--- src/rtl/core/rrpc_pkg.sv ---
// ----------------------------------------------------------------------------
// Rounded rectangle pixel coverage: package
// Fixed widths, register indexes and the control bundle passed between stages.
// ----------------------------------------------------------------------------
package rrpc_pkg;

  localparam int COORD_W     = 16;            // signed rectangle origin
  localparam int POS_W       = COORD_W + 1;   // absolute pixel position, signed
  localparam int FRAME_DIM_W = 13;            // frame width / height registers
  localparam int PITCH_W     = 16;
  localparam int ADDR_W      = 32;
  localparam int COLOR_W     = 32;
  localparam int CFG_DATA_W  = 32;
  localparam int CFG_INDEX_W = 2;
  localparam int ROW_OFF_W   = FRAME_DIM_W + PITCH_W;

  typedef enum logic [CFG_INDEX_W-1:0] {
    CFG_BASE   = 2'd0,
    CFG_PITCH  = 2'd1,
    CFG_WIDTH  = 2'd2,
    CFG_HEIGHT = 2'd3
  } cfg_reg_t;

  typedef struct packed {
    logic [ADDR_W-1:0]      base;
    logic [PITCH_W-1:0]     pitch;
    logic [FRAME_DIM_W-1:0] width;
    logic [FRAME_DIM_W-1:0] height;
  } frame_cfg_t;

  // Per-beat control carried down the pipeline
  typedef struct packed {
    logic valid;        // stage holds a beat
    logic keep;         // offset inside rectangle and pixel on screen
    logic corner_zone;  // pixel falls in one of the corner regions
  } stage_ctl_t;

endpackage

--- src/rtl/core/rrpc_geom.sv ---
// ----------------------------------------------------------------------------
// Rounded rectangle pixel coverage: geometry stage
// Clips the pixel, picks the corner region and forms the corner distances.
// ----------------------------------------------------------------------------
module rrpc_geom #(
  parameter int DIM_BITS = 12
) (
  input  logic                                clk,
  input  logic                                rst,
  input  logic                                in_valid,
  input  logic [rrpc_pkg::COORD_W-1:0]        left,
  input  logic [rrpc_pkg::COORD_W-1:0]        top,
  input  logic [DIM_BITS-1:0]                 width,
  input  logic [DIM_BITS-1:0]                 height,
  input  logic [DIM_BITS-2:0]                 radius,
  input  logic [DIM_BITS-1:0]                 col,
  input  logic [DIM_BITS-1:0]                 row,
  input  logic [rrpc_pkg::COLOR_W-1:0]        color,
  input  rrpc_pkg::frame_cfg_t                frame_cfg,
  output rrpc_pkg::stage_ctl_t                ctl,
  output logic [DIM_BITS-2:0]                 dx,
  output logic [DIM_BITS-2:0]                 dy,
  output logic [DIM_BITS-2:0]                 radius_q,
  output logic [rrpc_pkg::FRAME_DIM_W-1:0]    px,
  output logic [rrpc_pkg::FRAME_DIM_W-1:0]    py,
  output logic [rrpc_pkg::COLOR_W-1:0]        color_q
);

  localparam int SUM_W = DIM_BITS + 1;
  localparam int POS_W = rrpc_pkg::POS_W;

  logic [DIM_BITS-1:0]  r_ext;
  logic [SUM_W-1:0]     c_plus_r;
  logic [SUM_W-1:0]     q_plus_r;
  logic                 left_z;
  logic                 right_z;
  logic                 top_z;
  logic                 bottom_z;
  logic [DIM_BITS-1:0]  dx_left;
  logic [DIM_BITS-1:0]  dy_top;
  logic [SUM_W-1:0]     dx_right;
  logic [SUM_W-1:0]     dy_bottom;
  logic [DIM_BITS-2:0]  dx_next;
  logic [DIM_BITS-2:0]  dy_next;
  logic                 zone;
  logic [POS_W-1:0]     px_full;
  logic [POS_W-1:0]     py_full;
  logic                 in_rect;
  logic                 on_screen;
  rrpc_pkg::stage_ctl_t ctl_next;

  // Corner region membership; right compares c + r against w, bottom q + r against h
  assign r_ext    = DIM_BITS'(radius);
  assign c_plus_r = SUM_W'(col) + SUM_W'(radius);
  assign q_plus_r = SUM_W'(row) + SUM_W'(radius);
  assign left_z   = col < r_ext;
  assign top_z    = row < r_ext;
  assign right_z  = c_plus_r >= SUM_W'(width);
  assign bottom_z = q_plus_r >= SUM_W'(height);

  // Distances from the corner circle center; in range they lie in 1..r
  assign dx_left   = r_ext - col;
  assign dy_top    = r_ext - row;
  assign dx_right  = c_plus_r + SUM_W'(1) - SUM_W'(width);
  assign dy_bottom = q_plus_r + SUM_W'(1) - SUM_W'(height);

  // Pick the first matching region: top-left, top-right, bottom-left, bottom-right
  always_comb begin
    zone    = 1'b1;
    dx_next = dx_left[DIM_BITS-2:0];
    dy_next = dy_top[DIM_BITS-2:0];
    if (left_z && top_z) begin
      dx_next = dx_left[DIM_BITS-2:0];
      dy_next = dy_top[DIM_BITS-2:0];
    end else if (right_z && top_z) begin
      dx_next = dx_right[DIM_BITS-2:0];
      dy_next = dy_top[DIM_BITS-2:0];
    end else if (left_z && bottom_z) begin
      dx_next = dx_left[DIM_BITS-2:0];
      dy_next = dy_bottom[DIM_BITS-2:0];
    end else if (right_z && bottom_z) begin
      dx_next = dx_right[DIM_BITS-2:0];
      dy_next = dy_bottom[DIM_BITS-2:0];
    end else begin
      zone = 1'b0;
    end
  end

  // Absolute position and clip against rectangle and frame
  assign px_full = {left[rrpc_pkg::COORD_W-1], left} + POS_W'(col);
  assign py_full = {top[rrpc_pkg::COORD_W-1], top} + POS_W'(row);
  assign in_rect = (col < width) && (row < height);
  assign on_screen = !px_full[POS_W-1] && !py_full[POS_W-1]
                   && (px_full[POS_W-2:0] < (POS_W-1)'(frame_cfg.width))
                   && (py_full[POS_W-2:0] < (POS_W-1)'(frame_cfg.height));

  always_comb begin
    ctl_next.valid       = in_valid;
    ctl_next.keep        = in_rect && on_screen;
    ctl_next.corner_zone = zone;
  end

  // Hold stage control
  always_ff @(posedge clk) begin
    if (rst) begin
      ctl <= '0;
    end else begin
      ctl <= ctl_next;
    end
  end

  // Advance stage payload
  always_ff @(posedge clk) begin
    dx       <= dx_next;
    dy       <= dy_next;
    radius_q <= radius;
    px       <= px_full[rrpc_pkg::FRAME_DIM_W-1:0];
    py       <= py_full[rrpc_pkg::FRAME_DIM_W-1:0];
    color_q  <= color;
  end

endmodule

--- config.mk ---
export PLATFORM = sky130hd
export DESIGN_NAME = rrpc_geom
export DESIGN_NICKNAME = d
export VERILOG_FILES = /design/src/rtl/core/rrpc_pkg.sv /design/src/rtl/core/rrpc_geom.sv
export SDC_FILE = /design/constraint.sdc
export NUM_CORES = 1
export LEC_CHECK = 0
export ABC_CLOCK_PERIOD_IN_PS = 4530
export BUFFER_PORTS_ARGS = -buffer_cell sky130_fd_sc_hd__buf_2
export CAP_MARGIN = 20
export CORE_AREA = 3 3 99 196
export DETAILED_ROUTE_END_ITERATION = 7
export DIE_AREA = 0 0 102 199
export PLACE_DENSITY = 0.81
export RECOVER_POWER = 25
export SYNTH_ARGS = -nofsm -noshare
export SYNTH_HDL_FRONTEND = slang
export SYNTH_SLANG_ARGS = --single-unit
--- constraint.sdc ---
create_clock -name clk -period 4.53 [get_ports clk]
set_input_delay 0.906 -clock clk [delete_from_list [all_inputs] [get_ports clk]]
set_output_delay 0.906 -clock clk [all_outputs]
set_load 0.005 [all_outputs]
Word level (Yosys, flattened, before mapping)
Cells that the tools add are included.
{ "word_totals": {"inputBits": 200, "ff_bits": 94, "word_cells": 50} }
{ "classes": {"muxes": 12, "order_cmp": 8, "reduce_logical": 11, "n_addsub": 10} }
{ "ops": {"columns": ["operator", "n"], "rows": [
  ["$mux 11", 8],
  ["$sub 11x11->11", 4],
  ["$add 16x13->17", 2],
  ["$lt 16x13->1", 2],
  ["$add 12x11->13", 2],
  ["$ge 13x12->1", 2],
  ["$lt 12x11->1", 2],
  ["$lt 12x12->1", 2],
  ["$add 11x1->11 const B", 2],
  ["$logic_and 1x1->1", 9],
  ["$mux 1", 4],
  ["$logic_not 1->1", 2]
]} }

Longest topological paths before layout
{ "logic_depth": {"ltp_word": 7, "ltp_mapped": 20} }

Worst setup path after synthesis
No wires, ideal clock.
{ "synth_path": {"path_kind": "input to register", "start": "in radius[1]", "end": "reg dy[8]", "setup_time_ps": 123, "path_slack_ps": 140, "cell_stages": 18, "required_ps": 4407, "arrival_ps": 4266, "cell_sequence": "inv_1 fa_1 o21ba_1 or4_4 a31oi_2 and2_4 nor2_1 nor2_1 nor2_1 xnor2_1 fa_1 inv_1 a221oi_1 o21ai_0 o21ai_0 a21boi_2 buf_6 mux2_1"} }
{ "synth_via": {"elab_chain_cells": 7} }
{ "synth_rtl": {"columns": ["item", "line_no", "rtl"], "rows": [
  ["from (decl)", "rrpc_geom.sv:15", "input logic [DIM_BITS-2:0] radius,"],
  ["$add 12x11->13, on equally long branches", "rrpc_geom.sv:55, rrpc_geom.sv:54", null],
  ["$add 11x1->11 (tied with other cells)", "rrpc_geom.sv:65", "assign dy_bottom = q_plus_r + SUM_W'(1) - SUM_W'(height);"],
  ["$sub 11x11->11 / $logic_and 1x1->1 (equally long branches)", "rrpc_geom.sv:65, rrpc_geom.sv:81", null],
  ["$mux 11", "rrpc_geom.sv:81", "end else if (right_z && bottom_z) begin"],
  ["$mux 11", "rrpc_geom.sv:78", "end else if (left_z && bottom_z) begin"],
  ["$mux 11", "rrpc_geom.sv:75", "end else if (right_z && top_z) begin"],
  ["$mux 11 (*)", "rrpc_geom.sv:72", "if (left_z && top_z) begin"],
  ["net dy_next[8]", "rrpc_geom.sv:44", "logic [DIM_BITS-2:0] dy_next;"],
  ["to (signal assigned)", "rrpc_geom.sv:115", "dy <= dy_next;"],
  ["to (decl)", "rrpc_geom.sv:22", "output logic [DIM_BITS-2:0] dy,"]
]} }
The timed path passes the listed nets; every way through them passes the cells marked *.
A chain may end at the register's enable or synchronous reset.

Final worst setup path
{ "layout_path": {"start": "in radius[1]", "end": "reg dx[0]"} }
{ "layout_via": {"elab_chain_cells": 7} }
{ "layout_rtl": {"columns": ["item", "line_no", "rtl"], "rows": [
  ["$add 12x11->13, on equally long branches", "rrpc_geom.sv:54, rrpc_geom.sv:55", null],
  ["$ge 13x12->1, on equally long branches", "rrpc_geom.sv:58, rrpc_geom.sv:59", null],
  ["$logic_and 1x1->1", "rrpc_geom.sv:81", null],
  ["$mux 11", "rrpc_geom.sv:81", null],
  ["$mux 11", "rrpc_geom.sv:78", null],
  ["$mux 11", "rrpc_geom.sv:75", null],
  ["$mux 11 (*)", "rrpc_geom.sv:72", null],
  ["net dx_next[0]", "rrpc_geom.sv:43", "logic [DIM_BITS-2:0] dx_next;"],
  ["to (signal assigned)", "rrpc_geom.sv:114", "dx <= dx_next;"],
  ["to (decl)", "rrpc_geom.sv:21", "output logic [DIM_BITS-2:0] dx,"]
]} }
Marks and branches as above.

==> flow_summary.toml <==
[critical_path]
cp_cell_sequence = "buf_2 > inv_1 > ha_1 > o21bai_1 > a21oi_1 > nor2_1 > o41a_1 > a221oi_1 > buf_4 > nor2b_1 > xnor2_1 > ha_1 > inv_1 > fa_1 > inv_1 > a221oi_1 > o21ai_2 > buf_4 > a2bb2oi_2 > buf_12 > mux2_2"
crit_slowest_cell = "o41a_1"
max_stage_delay_ns = 0.37
cpLargestDelayFamily = "compound AO/OA/AOI/OAI gates"
critPathKind = "primary input to flop"
cp_num_buf_inv = 7
cp-start-kind = "primary input"
critPathMaxFanout = 7
cpMostUsedCell = "inv_1"
endpoint_kind = "flop"
required_ns = 4.77
cp.arrival_ns = 4.57

[detailed_routing]
wire_per_inst_um = 16.54
antenna_left = 0
dr_total_vias = 8096
avgViaCountPerCell = 5.340
routed_wl_um = 25070
drt_iter0_markers = 181
first_pass_iters = 4
drc = 0

[timing]
worst_slack_ns = 0.2019
finalHoldViolCount = 0
drv_slew = 0
fmax_mhz = 231.0
slew_headroom_pct = 63.50
setup_violations = 0
min_period_ns = 4.328
finalCritPeriodShare_pct = 95.54
fin_hold_ws_ns = 0.6568
tightest_slew_ns = 0.5439

[min_path]
min_path_type = "primary input to flop"

[final_layout]
drive_gt1_share_pct = 28.71
register_area_um2 = 1882
fin_util_pct = 59.88
n_fill_cell = 1686
stdcell_area_um2 = 10910
area_delta_synth_final_pct = 28.81
fin_nets = 1691
multiInputGateArea_um2 = 6031

[pwr]
p_leak_nw = 5.719
vdd_drop_max_mv = 0.2048
comb_power_share_pct = 49.7
p_int_w = 0.002218
switchingPower_w = 0.001241
pwr-share-seq_pct = 29.6
pwr_density_cell_nw_per_um2 = 317.1
switching_share_pct = 35.88
total_power_w = 0.003459
power.share.clock_pct = 20.7

[job]
drv_cap = 0

[synth]
synth_edf_count = 0
synth_most_common_cell = "ha_1"
muxShareOfSynthArea_pct = 3.398
synth-adder-area-share_pct = 30.38
yosys_warnings = 0
synth_seq_cells = 94
yosysTopAreaCell = "ha_1"
synth_area_per_cell_um2 = 8.839
synth-compound-area-share_pct = 15.97
synth.yosys.seq_area_share_pct = 22.22
synth_cells = 958
synth_ff_type = "dfxtp_1"
synth.area.top_cells = "ha_1, dfxtp_1, inv_1"
synth-simple-area-share_pct = 13.43
synth_top_family_by_area = "adder cells"
synth_nets = 1354
synth_cell_type_count = 77
ys_top_cells_by_count = "ha_1, inv_1, dfxtp_1"
async_flop_share_pct = 0
synth_top_area_share_pct = 26.60
synthesis.area_um2 = 8468
synthXorXnorAreaFrac_pct = 7.447

[floorplanning]
initial_utilization_pct = 46.48
core_um2 = 18220
die_w_um = 102
die_y_um = 199
ios = 294
dieArea_um2 = 20300
fp-row-count = 70

[grt]
grt_util_all_layers_pct = 24.10
grt_max_degree = 15
antenna_found_initial = 1
grt_pass1_vias = 8276
grt_overflow = 0
grt_first_pass_wirelength_um = 38050

[placed_design]
post-place-ws_ns = -0.2339
finalWeightedCongestion = 0.9407
place_area_um2 = 10610
dp_hpwl_um = 21820
port_buffers = 245

[clocking]
cts_setup_buffers = 0
clk_pin_slew_ns = 0.07
h-tree-depth = 3
cts_tree = "done"
cts.path.max_buffers = 2
numCtsBuffers = 9
cts_sinks = 94
cts_root_buf = "clkbuf_16"

[status]
status = "finished, final reports clean"
## power by group through the flow
stage	Clock, W	Combinational, W	Sequential (W)
2_1_floorplan	0	0.00101	0.00107
3_3_place_gp	0	0.00166	0.00104
3_5_place_dp	0	0.00170	0.00104
4_1_cts	0.000737	0.00171	0.00102
5_1_grt	0.000765	0.00192	0.00104
6_report	0.000716	0.00172	0.00102
## final timing paths
kind / from / end / slack [ns] / cells after the start
worst max-delay path: radius[1] / dx[0]$_DFF_P_ / 0.20 / 21
worst min-delay path: color[17] / color_q[17]$_DFF_P_ / 0.66 / 1
## metrics by stage
| step | cells | TNS [ns] |
|---|---|---|
| 4_1_cts | 1515 | 0 |
| 3_5_place_dp | 1500 | -3.485 |
| 5_1_grt | 1516 | -0.01349 |
| 3_3_place_gp | 1500 | -2.510 |
| 6_report | 1516 | 0 |
| 2_1_floorplan | 958 | 0 |
## layout make-up
class,instances,area share (%)
multi-input combinational,712,55.29
timing repair buffer,339,17.72
clock buffer,12,2.260
inverter,139,4.783
sequential,94,17.25
antenna,1,0.02294
clock inverter,3,0.1950
tap,216,2.478
## repair_timing
item	CTS	global route
endpoints found under the setup margin	0	20
resized for setup	0	13
hold buffers	0	0
## cell usage in the layout, fill, tap and decap left out, types with 4 or more instances in the layout
cell and count:
nand2b_1 21, and2_1 4, nand2_1 28, o31ai_1 6, o21bai_1 9, dfxtp_1 94, o21ai_0 36, and3_1 5
a31oi_1 7, o21a_1 7, xor2_1 29, xnor2_1 43, clkbuf_1 13, clkbuf_16 9, o22ai_1 4, nand4_1 13
o211ai_1 6, mux2i_1 19, nor2b_1 24, buf_2 238, a21oi_1 59, ha_1 180, nor3_1 21, a211oi_1 7
a21o_1 13, a311oi_1 7, buf_4 88, nor2_1 49, inv_1 139, fa_1 16, nand3_1 19, or3_1 9
o31a_1 4
## flip-flops by register name, indices dropped and copies added, names as in the netlist
register  count
color_q      32
px           13
py           13
dx           11
dy           11
radius_q     11
ctl           3
## kinds of logic after synthesis
| group | count (synthesis) |
|---|---|
| compound gates | 203 |
| xor+xnor | 72 |
| fa+ha+maj | 196 |
| buf+inv | 152 |
| flops | 94 |
| mux | 26 |
| simple gates | 215 |
## metal layers
layer	track usage [%]	vias to the layer above	routed length, µm	share of wire (%)
li1	-	4001	-	-
met1	20.72	3746	8092	32
met2	47.55	248	13930	56
met5	0	-	0	0
met3	3.440	101	1069	4.3
met4	17.66	0	1983	7.9
Power figures use the tool's default switching activity.
